===== src/rtl/core/stp_pkg.sv =====
// Package for the version tag parser: character codes, parser phases,
// parser state record and the per-byte update function. No dependencies.
package stp_pkg;

    localparam int PRERELEASE_BYTES = 32;
    localparam logic [5:0] SUFFIX_MAX = 6'(PRERELEASE_BYTES - 1);

    localparam logic [19:0] FIELD_LIMIT = 20'd65535;
    localparam logic [16:0] ACC_SAT = 17'd65536;

    localparam logic [7:0] CHAR_NUL = 8'h00;
    localparam logic [7:0] CHAR_V = 8'h76;
    localparam logic [7:0] CHAR_DOT = 8'h2E;
    localparam logic [7:0] CHAR_DASH = 8'h2D;
    localparam logic [7:0] CHAR_PLUS = 8'h2B;
    localparam logic [7:0] CHAR_R = 8'h72;
    localparam logic [7:0] CHAR_C = 8'h63;
    localparam logic [7:0] CHAR_ZERO = 8'h30;
    localparam logic [7:0] CHAR_NINE = 8'h39;
    localparam logic [7:0] CHAR_SPACE = 8'h20;
    localparam logic [7:0] CHAR_TAB = 8'h09;
    localparam logic [7:0] CHAR_CR = 8'h0D;

    localparam logic [1:0] CH_STABLE = 2'd0;
    localparam logic [1:0] CH_RC = 2'd1;
    localparam logic [1:0] CH_DEV = 2'd2;

    typedef enum logic [5:0] {
        PH_START        = 6'b000001,
        PH_MAJOR        = 6'b000010,
        PH_MINOR        = 6'b000100,
        PH_PATCH        = 6'b001000,
        PH_SUFFIX_FIRST = 6'b010000,
        PH_SUFFIX       = 6'b100000
    } phase_t;

    typedef struct packed {
        phase_t      phase;
        logic        field_prefix;
        logic        negative_sign;
        logic        digits_seen;
        logic [16:0] accumulator;
        logic [15:0] major_store;
        logic [15:0] minor_store;
        logic [5:0]  suffix_count;
        logic        previous_was_r;
        logic        rc_seen;
        logic        error_flag;
        logic        string_ended;
    } parse_t;

    localparam parse_t PARSE_RESET = '{PH_START, 1'b0, 1'b0, 1'b0, 17'd0, 16'd0, 16'd0,
                                       6'd0, 1'b0, 1'b0, 1'b0, 1'b0};

    function automatic parse_t field_byte(parse_t s, logic [7:0] c);
        parse_t      r;
        logic        digit;
        logic        space;
        logic [19:0] v;
        r = s;
        digit = (c >= CHAR_ZERO) && (c <= CHAR_NINE);
        space = (c == CHAR_SPACE) || ((c >= CHAR_TAB) && (c <= CHAR_CR));
        v = {s.accumulator, 3'b000} + {2'b00, s.accumulator, 1'b0} + {12'd0, c - CHAR_ZERO};
        if (digit) begin
            r.accumulator = (v > FIELD_LIMIT) ? ACC_SAT : v[16:0];
            r.digits_seen = 1'b1;
        end else if (!s.digits_seen) begin
            if (!s.field_prefix && space) begin
                r = s;
            end else if (!s.field_prefix && (c == CHAR_PLUS || c == CHAR_DASH)) begin
                r.field_prefix = 1'b1;
                r.negative_sign = (c == CHAR_DASH);
            end else begin
                r.error_flag = 1'b1;
            end
        end else if (s.accumulator[16] || (s.negative_sign && s.accumulator != 17'd0)) begin
            r.error_flag = 1'b1;
        end else if (s.phase == PH_MAJOR || s.phase == PH_MINOR) begin
            if (c != CHAR_DOT) begin
                r.error_flag = 1'b1;
            end else begin
                if (s.phase == PH_MAJOR) begin
                    r.major_store = s.accumulator[15:0];
                    r.phase = PH_MINOR;
                end else begin
                    r.minor_store = s.accumulator[15:0];
                    r.phase = PH_PATCH;
                end
                r.field_prefix = 1'b0;
                r.negative_sign = 1'b0;
                r.digits_seen = 1'b0;
                r.accumulator = 17'd0;
            end
        end else if (c == CHAR_DASH) begin
            r.phase = PH_SUFFIX_FIRST;
        end else if (c != CHAR_NUL) begin
            r.error_flag = 1'b1;
        end
        return r;
    endfunction

    function automatic parse_t take_byte(parse_t s, logic [7:0] c);
        parse_t r;
        parse_t t;
        r = s;
        t = s;
        if (!s.error_flag && !s.string_ended) begin
            t.string_ended = (c == CHAR_NUL);
            r = t;
            case (s.phase)
                PH_START: begin
                    t.phase = PH_MAJOR;
                    r = (c == CHAR_V) ? t : field_byte(t, c);
                end
                PH_MAJOR, PH_MINOR, PH_PATCH: begin
                    r = field_byte(t, c);
                end
                PH_SUFFIX_FIRST: begin
                    if (c == CHAR_NUL) begin
                        r.error_flag = 1'b1;
                    end else begin
                        r.suffix_count = 6'd1;
                        r.previous_was_r = (c == CHAR_R);
                        r.phase = PH_SUFFIX;
                    end
                end
                PH_SUFFIX: begin
                    if (c == CHAR_NUL) begin
                        r = t;
                    end else if (s.suffix_count >= SUFFIX_MAX) begin
                        r.error_flag = 1'b1;
                    end else begin
                        r.suffix_count = s.suffix_count + 6'd1;
                        if (s.previous_was_r && c == CHAR_C) begin
                            r.rc_seen = 1'b1;
                        end
                        r.previous_was_r = (c == CHAR_R);
                    end
                end
                default: begin
                    r.error_flag = 1'b1;
                end
            endcase
        end
        return r;
    endfunction

endpackage


===== src/rtl/core/semver_tag_parser.sv =====
// Throughput one request per cycle while no finished result is left waiting on m_ready.
// Stage 1 registers the byte, stage 2 updates the parser state and loads the result register.
// A non-final byte waits in stage 1 only while a finished result is not taken.
// Reset (synchronous, aresetn low) returns the parser to the start of a tag, drops all requests.
// Version tag parser top level; depends on stp_pkg.
module semver_tag_parser (
    input  logic        aclk,
    input  logic        aresetn,
    input  logic        s_valid,
    output logic        s_ready,
    input  logic [7:0]  s_character,
    input  logic        s_last,
    output logic        m_valid,
    input  logic        m_ready,
    output logic        m_valid_res,
    output logic [15:0] m_major_number,
    output logic [15:0] m_minor_number,
    output logic [15:0] m_patch_number,
    output logic        m_has_prerelease,
    output logic [4:0]  m_prerelease_length,
    output logic [1:0]  m_channel
);
    import stp_pkg::*;

    logic        in_valid_reg;
    logic [7:0]  char_reg;
    logic        last_reg;
    parse_t      parse_reg;
    parse_t      parse_next;
    parse_t      step_one;
    parse_t      step_two;
    logic        out_valid_reg;
    logic        valid_res_reg;
    logic [15:0] major_reg;
    logic [15:0] minor_reg;
    logic [15:0] patch_reg;
    logic        has_pre_reg;
    logic [4:0]  pre_len_reg;
    logic [1:0]  channel_reg;
    logic        advance;
    logic        fire;
    logic        ok;
    logic        pre;

    assign advance = !out_valid_reg || m_ready;
    assign fire = in_valid_reg && advance;
    assign s_ready = !in_valid_reg || advance;

    always_comb begin
        step_one = take_byte(parse_reg, char_reg);
        step_two = take_byte(step_one, CHAR_NUL);
        ok = !step_two.error_flag && step_two.string_ended;
        pre = ok && (step_two.phase == PH_SUFFIX);
        parse_next = parse_reg;
        if (fire) begin
            parse_next = last_reg ? PARSE_RESET : step_one;
        end
    end

    always_ff @(posedge aclk) begin
        if (!aresetn) begin
            in_valid_reg <= 1'b0;
            out_valid_reg <= 1'b0;
            parse_reg <= PARSE_RESET;
        end else begin
            parse_reg <= parse_next;
            if (s_ready) begin
                in_valid_reg <= s_valid;
            end
            if (advance) begin
                out_valid_reg <= fire && last_reg;
            end
        end
    end

    always_ff @(posedge aclk) begin
        if (s_valid && s_ready) begin
            char_reg <= s_character;
            last_reg <= s_last;
        end
        if (fire && last_reg) begin
            valid_res_reg <= ok;
            major_reg <= ok ? step_two.major_store : 16'd0;
            minor_reg <= ok ? step_two.minor_store : 16'd0;
            patch_reg <= ok ? step_two.accumulator[15:0] : 16'd0;
            has_pre_reg <= pre;
            pre_len_reg <= pre ? step_two.suffix_count[4:0] : 5'd0;
            channel_reg <= pre ? (step_two.rc_seen ? CH_RC : CH_DEV) : CH_STABLE;
        end
    end

    assign m_valid = out_valid_reg;
    assign m_valid_res = valid_res_reg;
    assign m_major_number = major_reg;
    assign m_minor_number = minor_reg;
    assign m_patch_number = patch_reg;
    assign m_has_prerelease = has_pre_reg;
    assign m_prerelease_length = pre_len_reg;
    assign m_channel = channel_reg;

endmodule


===== config.mk =====
export PLATFORM = sky130hd
export DESIGN_NAME = semver_tag_parser
export DESIGN_NICKNAME = d
export VERILOG_FILES = /design/src/rtl/core/stp_pkg.sv /design/src/rtl/core/semver_tag_parser.sv
export SDC_FILE = /design/constraint.sdc
export NUM_CORES = 1
export LEC_CHECK = 0
export ABC_CLOCK_PERIOD_IN_PS = 5400
export BUFFER_PORTS_ARGS = -buffer_cell sky130_fd_sc_hd__buf_2
export CAP_MARGIN = 40
export CELL_PAD_IN_SITES_DETAIL_PLACEMENT = 1
export CELL_PAD_IN_SITES_GLOBAL_PLACEMENT = 1
export CORE_MARGIN = 2
export CORE_UTILIZATION = 47
export DETAILED_ROUTE_END_ITERATION = 6
export GPL_TIMING_DRIVEN = 0
export MAX_ROUTING_LAYER = met4
export PLACE_DENSITY = 0.81
export SYNTH_ARGS = -nofsm -noshare
export SYNTH_HDL_FRONTEND = slang
export SYNTH_SLANG_ARGS = --single-unit

===== constraint.sdc =====
create_clock -name aclk -period 5.4 [get_ports aclk]
set_input_delay 0.27 -clock aclk [delete_from_list [all_inputs] [get_ports aclk]]
set_output_delay 0.27 -clock aclk [all_outputs]
set_load 0.02 [all_outputs]

==> flow_metrics.py <==
metrics = {
    "critical_path": {
        "critPathMaxFanout": 10,
        "path_class": "register to register",
        "arrival_ns": 5.46,
        "worstSetupStartpointType": "register",
        "worstSetupEndpointType": "register",
        "crit_required_ns": 5.68,
    },
    "clocking": {
        "clockBufferDepth": 2,
        "cts_hold_buf": 0,
        "htreeDepth": 4,
        "root_buffer": "clkbuf_16",
        "cts_resized": 0,
        "clkSinkCount": 136,
        "cts_tree": "done",
        "cts.clk_slew.worst_paths_ns": 0.07,
        "cts_buffers": 17,
        "clock_latency_ns": 0.43,
        "cts_setup_buffers": 0,
    },
    "global_routing": {
        "grtUsageTotal": 0.2986,
        "grt.overflow.total": 0,
        "grt_pass1_vias": 7300,
        "antenna_found_initial": 0,
        "grt_max_degree": 48,
        "grt_first_pass_wirelength_um": 40020,
    },
    "sta": {
        "min_period_ns": 5.177,
        "timing.slew.headroom": 0.3884,
        "worstMarginPinSlew_ns": 0.9091,
        "fin_ws_ns": 0.2233,
        "slew_viol_final": 0,
        "finalCritPeriodShare": 0.9586,
        "rsz0062_at_grt": "false",
        "max_freq_ghz": 0.1932,
        "setup_tns_ns": 0,
        "hold_viol_final": 0,
        "final-setup-viol-count": 0,
        "worst_clock_skew_ns": 0.01067,
    },
    "die": {
        "fp.coreArea_um2": 16470,
        "io_pins": 72,
        "start_util": 0.4788,
        "die_x_um": 133.5,
        "die_h_um": 133.5,
        "die_area_um2": 17830,
        "rows": 47,
    },
    "flow_run": {
        "drv_cap": 0,
    },
    "layout": {
        "area_growth_pct": 15.84,
        "layout.cells.non_filler": 1141,
        "largest_reg_flops": 68,
        "num_antenna_cells": 0,
        "final_area_um2": 9133,
        "drive_gt1_frac": 0.1564,
        "nNetsFinal": 960,
    },
    "synth": {
        "syn_area_per_cell_um2": 9.650,
        "synthesis.nets": 869,
        "synth.top_cell.area_share": 0.2514,
        "synth.cell_area_um2": 7884,
        "synth.distinct_cells": 74,
        "synth-main-ff-cell": "dfxtp_1",
        "synth_edf_count": 66,
        "ys_seq_area_frac": 0.4291,
        "synth-seq-cells": 136,
        "synth_top_area_cell": "edfxtp_1",
        "synth_area_leaders": "edfxtp_1, dfxtp_1, ha_1",
        "yosysMostFrequentCell": "dfxtp_1",
        "syn_inst": 817,
        "yosys_warnings": 0,
        "ys_top_cells_by_count": "dfxtp_1, nor2_1, edfxtp_1",
        "synth-async-reset-ratio": 0,
    },
    "drt": {
        "finalWirelength_um": 25240,
        "viasPerCell": 6.228,
        "ant_nets": 0,
        "vias": 7106,
        "drt_pass1_iterations": 5,
        "drtIter0Drc": 472,
        "drc": 0,
        "wl_per_cell_um": 22.12,
    },
    "placed_design": {
        "port-buffer-count": 70,
        "place_area_um2": 8541,
        "post-place-cells": 1109,
        "dp_worst_setup_slack_ns": 0.3579,
        "gp_congestion": 0.9108,
        "dpl.hpwl_um": 18710,
    },
    "power": {
        "ir_worst_vdd_mv": 0.2409,
        "power_density_nw_per_um2": 267.1,
        "leakage_uw": 0.003624,
    },
    "min_path": {
        "min_path_type": "primary input to register",
    },
    "status": {
        "status": "completed",
    },
}
[cell families after synthesis]
group	after synthesis	share of synthesized area
buffers and inverters	75	0.04095
DFF	136	0.4291
and+or+nand+nor	303	0.2112
AOI/OAI and AO/OA	214	0.1900
xor gates and xnor gates	15	0.01666
muxes	35	0.04444
adders and majority gates	39	0.06761
[per-stage QoR]
| step | power [uW] | util | hold WS [ns] |
|---|---|---|---|
| after floorplan | 1226 | - | 0.3689 |
| after global placement | 1274 | 0.5168 | 0.4493 |
| after detailed placement | 1281 | 0.5187 | 0.4493 |
| after CTS | 2445 | 0.5546 | 0.002904 |
| after global routing | 2501 | 0.5546 | 0.001931 |
| final | 2439 | 0.5546 | 0.01127 |
[final timing paths]
kind | from | end | slack, ns | cells past startpoint
worst min register to register | parse_reg[2]$_SDFFE_PN0P_ | parse_reg[2]$_SDFFE_PN0P_ | 0.50 | 2
worst min-delay path | s_last | last_reg$_DFFE_PP_ | 0.01 | 1
worst max-delay path | char_reg[6]$_DFFE_PP_ | m_major_number[14]$_SDFFCE_PN0P_ | 0.22 | 15
worst max register to register | char_reg[6]$_DFFE_PP_ | m_major_number[14]$_SDFFCE_PN0P_ | 0.22 | 15
[report_power, final]
| group | switching [uW] | internal [uW] | total, uW |
|---|---|---|---|
| Sequential | 8.86 | 1090 | 1100 |
| Combinational | 111 | 52.6 | 164 |
| Clock | 507 | 669 | 1180 |
| Total | 627 | 1810 | 2440 |
[final cells by class]
cell class,count,area [um^2]
buffer,53,240.2
clock buffer,18,439.2
clock inverter,14,152.6
fill,1876,7333
inverter,22,82.58
multi-input combinational,606,4178
sequential,136,3383
tap,220,275.3
timing repair buffer,72,381.6
[cell usage in the layout (no fill, tap or decap), types with 7 or more instances in the layout]
| cell | instances |
|---|---|
| xor2_1 | 8 |
| dfxtp_1 | 70 |
| xnor2_1 | 7 |
| ha_1 | 33 |
| clkbuf_16 | 17 |
| nor2b_1 | 65 |
| nor2_1 | 69 |
| nor3_1 | 15 |
| a32oi_1 | 18 |
| and2_1 | 13 |
| edfxtp_1 | 66 |
| inv_1 | 21 |
| nand4_1 | 10 |
| mux2i_1 | 35 |
| a21oi_1 | 37 |
| nand2_1 | 49 |
| o211ai_1 | 9 |
| clkbuf_1 | 37 |
| buf_2 | 82 |
| o21ai_1 | 7 |
| nor4_1 | 13 |
| nand3_1 | 7 |
| a22oi_1 | 49 |
| or3_1 | 7 |
| nor2_2 | 9 |
| o21ai_0 | 30 |
| a21o_1 | 13 |
[layer usage]
layer / GRT usage / wire length [um]
met5: - / 0
met4: 0.1188 / 739
met3: 0.04756 / 1227
met1: 0.3534 / 10400
met2: 0.5100 / 12870
[worst max-delay path, cell delays in order, from the launching register on]
cell      delay, ns
edfxtp_1       0.53
a21oi_1        0.23
xor2_1         0.33
fa_1           0.49
ha_1           0.40
o211ai_1       0.15
o21ai_1        0.38
a31oi_1        0.17
xnor2_1        0.24
or4b_1         0.56
o41ai_1        0.44
a221oi_1       0.15
o41a_1         0.45
buf_6          0.20
buf_6          0.15
nor2_2         0.13
No activity file was read; power rests on OpenSTA's default activity.
